**config.mk**
```make
export PLATFORM = sky130hd
export DESIGN_NAME = hgs_ram
export DESIGN_NICKNAME = d
export VERILOG_FILES = /design/src/rtl/hgs_ram.sv
export SDC_FILE = /design/constraint.sdc
export NUM_CORES = 1
export LEC_CHECK = 0
export BUFFER_PORTS_ARGS = -buffer_cell sky130_fd_sc_hd__buf_2
export CORE_MARGIN = 2
export CORE_UTILIZATION = 55
export DETAILED_ROUTE_END_ITERATION = 12
export GPL_TIMING_DRIVEN = 1
export PLACE_DENSITY = 0.78
export SLEW_MARGIN = 10
export SYNTH_ARGS = -nofsm -noshare
export SYNTH_HDL_FRONTEND = slang
export SYNTH_SLANG_ARGS = --single-unit
```
**constraint.sdc**
```tcl
create_clock -name clk -period 5.4 [get_ports clk]
set_input_delay 0.81 -clock clk [delete_from_list [all_inputs] [get_ports clk]]
set_output_delay 0.81 -clock clk [all_outputs]
set_load 0.01 [all_outputs]
```
**src/rtl/hgs_ram.sv**
```systemverilog
module hgs_ram #(
  parameter int WIDTH = 16,
  parameter int DEPTH = 16,
  localparam int AW = $clog2(DEPTH)
) (
  input  logic             clk,
  input  logic             we,
  input  logic [AW-1:0]    waddr,
  input  logic [WIDTH-1:0] wdata,
  input  logic [AW-1:0]    raddr_a,
  output logic [WIDTH-1:0] rdata_a,
  input  logic [AW-1:0]    raddr_b,
  output logic [WIDTH-1:0] rdata_b
);

  logic [WIDTH-1:0] mem [DEPTH];

  always_ff @(posedge clk) begin
    if (we) begin
      mem[waddr] <= wdata;
    end
    rdata_a <= mem[raddr_a];
    rdata_b <= mem[raddr_b];
  end

endmodule

```
# Yosys cells after proc, flatten, opt, wreduce, memory -nomap -nowiden
# Memories as Yosys holds them, arrays and structs flattened. A register that Yosys moved wholly into a read port is not among the register bits.
# Cells that the tools add are included.
# classes
muxes	2
# op_table
operator	n
two-way mux 1 bit	2
# word_totals
inputBits	30
ram_bits	256
regBits	0
mem_count	1
# memory_table
memory	words	word_bits	read_ports	rd_ports_with_merged_regs	wr	line	source
mem	16	16	2	2	1	16	logic [WIDTH-1:0] mem [DEPTH];

# Logic depth before layout (Yosys ltp)
# logic_depth
word_depth	2
ltp_mapped	5
ltp_nobuf	3

# Worst setup path after synthesis
# No wires, ideal clock.
# synth_path
kind	input port to flip-flop
from	in waddr[2]
to	mem mem[0][0] (enable)
arrival_ps	2456
slack_ps	2535
cell_stages	2
n_path_buf	0
required_ps	4991
cell_sequence	or3b_2 -> nor3_1
# synth_rtl
item	line	source
start: declaration	8	input logic [AW-1:0] waddr,
end: declaration	16	
# No word-level cell before the write port.

==> results.toml <==
[run_status]
status = "completed"

[setup_path]
crit_path_start_kind = "input pin"
cp_data_required_time_ns = 5.83
cp_slowest_cell = "buf_2"
path_buf_inv = 2
cp_cell_sequence = "buf_2, buf_4, mux4_2, a22oi_1, nand2_1"
cp_slowest_stage_delay_ns = 0.76
cp_max_fo = 35
cp_data_arrival_time_ns = 2.95
end_kind = "flip-flop"
path_delay_family = "buffers and inverters"
cp.depth = 5
r2r_cells = 3
critPathKind = "input pin to flip-flop"

[timing]
setup_ws_ns = 2.88
slew_viol_final = 0
clock.fmax_mhz = 397
rsz0062_at_grt = "no"
finalSetupViolCount = 0
period_share_pct = 46.6
worst_pin_slew_ns = 1.17
tns_ns = 0
finalCriticalPeriod_ns = 2.52
whs_ns = 0.617
max-slew-margin-rel_pct = 22.2
final-hold-violation-count = 0
finalClockSkew_ns = 0.00606

[cells_and_area]
final_cell_area_um2 = 14000
n_antenna_cell = 0
final_common_cell = "edfxtp_1"
layout_common_cells = "edfxtp_1, mux4_2, a22oi_1, buf_2, nand2_1"
nets = 692
fin_util_pct = 63.8
drive_gt1_share_pct = 37.6
area_delta_synth_final_pct = 13.3
final_cells = 964

[detailed_routing]
totalWireLength_um = 29700
wl_per_cell_um = 30.8
ant_nets = 0
routed_via_density = 6.96
drc = 0
vias = 6713
drt_pre_antenna_iters = 5
dr.first_iter.drc_count = 821

[placed_design]
placed_area_um2 = 13000
dpl.cell_count = 911
place.detailed.hpwl_um = 16500
gp_congestion = 0.768
dp_slack_ns = 2.28
place.port_buffers = 61

[clock_tree]
hold_buffers = 0
cts_tree = "done"
postCtsSetupBuffers = 0
clock_sink_count = 288
clk_path_buf_depth = 3
cts-resized-gates = 0
insertion_delay_ns = 0.56
numCtsBuffers = 29
path_clk_slew_ns = 0.06
h-tree-depth = 1
cts_root_buf = "clkbuf_16"

[logic_synthesis]
syn-num-nets = 615
synth.distinct_cells = 24
synth_cells = 585
yosys_warnings = 0
yosys-top-cells-area = "edfxtp_1, mux4_2, dfxtp_1"
synth.top_cell.area_share_pct = 62.1
ys_ff_latch = 288
synth_top_area_cell = "edfxtp_1"
avgSynthCellArea_um2 = 21.1
netlist_area_um2 = 12400
seq_area_frac_synth_pct = 67.3

[worst_hold_path]
whs_path_depth = 1
hold_path_class = "input pin to flip-flop"

[floorplan]
die_h_um = 154
die_w_um = 154
initial_core_util_pct = 56.3
dieArea_um2 = 23700
io_pins = 62
rows = 54
core-area_um2 = 22000

[global_routing]
track_usage_pct = 25.7
grt_antenna_before_repair = 1
grt_pass1_wl_um = 44000
first_global_vias = 7114
grt_max_degree = 46
overflow = 0

[job]
cap_viol_max_count = 0

[power_and_ir_drop]
ir_worst_vdd_v = 0.000195
total_power_mw = 5.03
p_per_area_nw_per_um2 = 359
cellLeakagePower_nw = 4.70
cells by family after synthesis:
kind of cell           share of synthesized area, %
flip-flops                                     67.3
multiplexers                                   24.1
AO/OA/AOI/OAI                                  3.88
AND/OR/NAND/NOR                                2.23
buffers and inverters                          2.49
path summary, 6_finish.rpt:
kind / from / endpoint / slack, ns
worst max-delay path: raddr_b[1] / rdata_b[9]$_DFF_P_ / 2.88
worst min-delay path: wdata[11] / mem[7][11]$_DFFE_PP_ / 0.62
worst max register to register: mem[0][1]$_DFFE_PP_ / rdata_b[1]$_DFF_P_ / 3.96
worst min register to register: mem[15][11]$_DFFE_PP_ / rdata_b[11]$_DFF_P_ / 0.70
state kept, by name, summed over array words and instances (netlist names):
register,count
rdata_b,16
rdata_a,16
mem,256
layer usage:
layer / vias to the layer above / GRT usage [%] / routed length (um)
li1: 2701 / - / -
met1: 3461 / 36.5 / 10800
met2: 472 / 40.3 / 14200
met3: 77 / 5.50 / 3760
met4: 2 / 9.26 / 911
met5: - / 0 / 13
cell usage after synthesis, drive strengths merged:
master / instances
nand3: 1
nor2b: 4
nand2: 33
buf: 21
dlygate4sd1: 1
clkbuf: 19
and2: 2
mux4: 128
dfxtp: 32
dlymetal6s2s: 1
nor2: 14
a22oi: 64
nor3: 4
nand3b: 2
or3b: 1
nand2b: 2
edfxtp: 256
power by group:
part	total [mW]	switching [mW]	internal (mW)
registers	2.52	0.0265	2.49
logic	0.364	0.203	0.161
clock network	2.15	0.845	1.31
layout make-up:
type | count | area [um^2]
Clock buffer | 34 | 764
Clock inverter | 19 | 273
Fill cell | 1458 | 7950
Multi-Input combinational cell | 255 | 3780
Sequential cell | 288 | 8330
Tap cell | 280 | 350
Timing Repair Buffer | 88 | 513
Note: power is estimated with default switching activity, not from simulation.
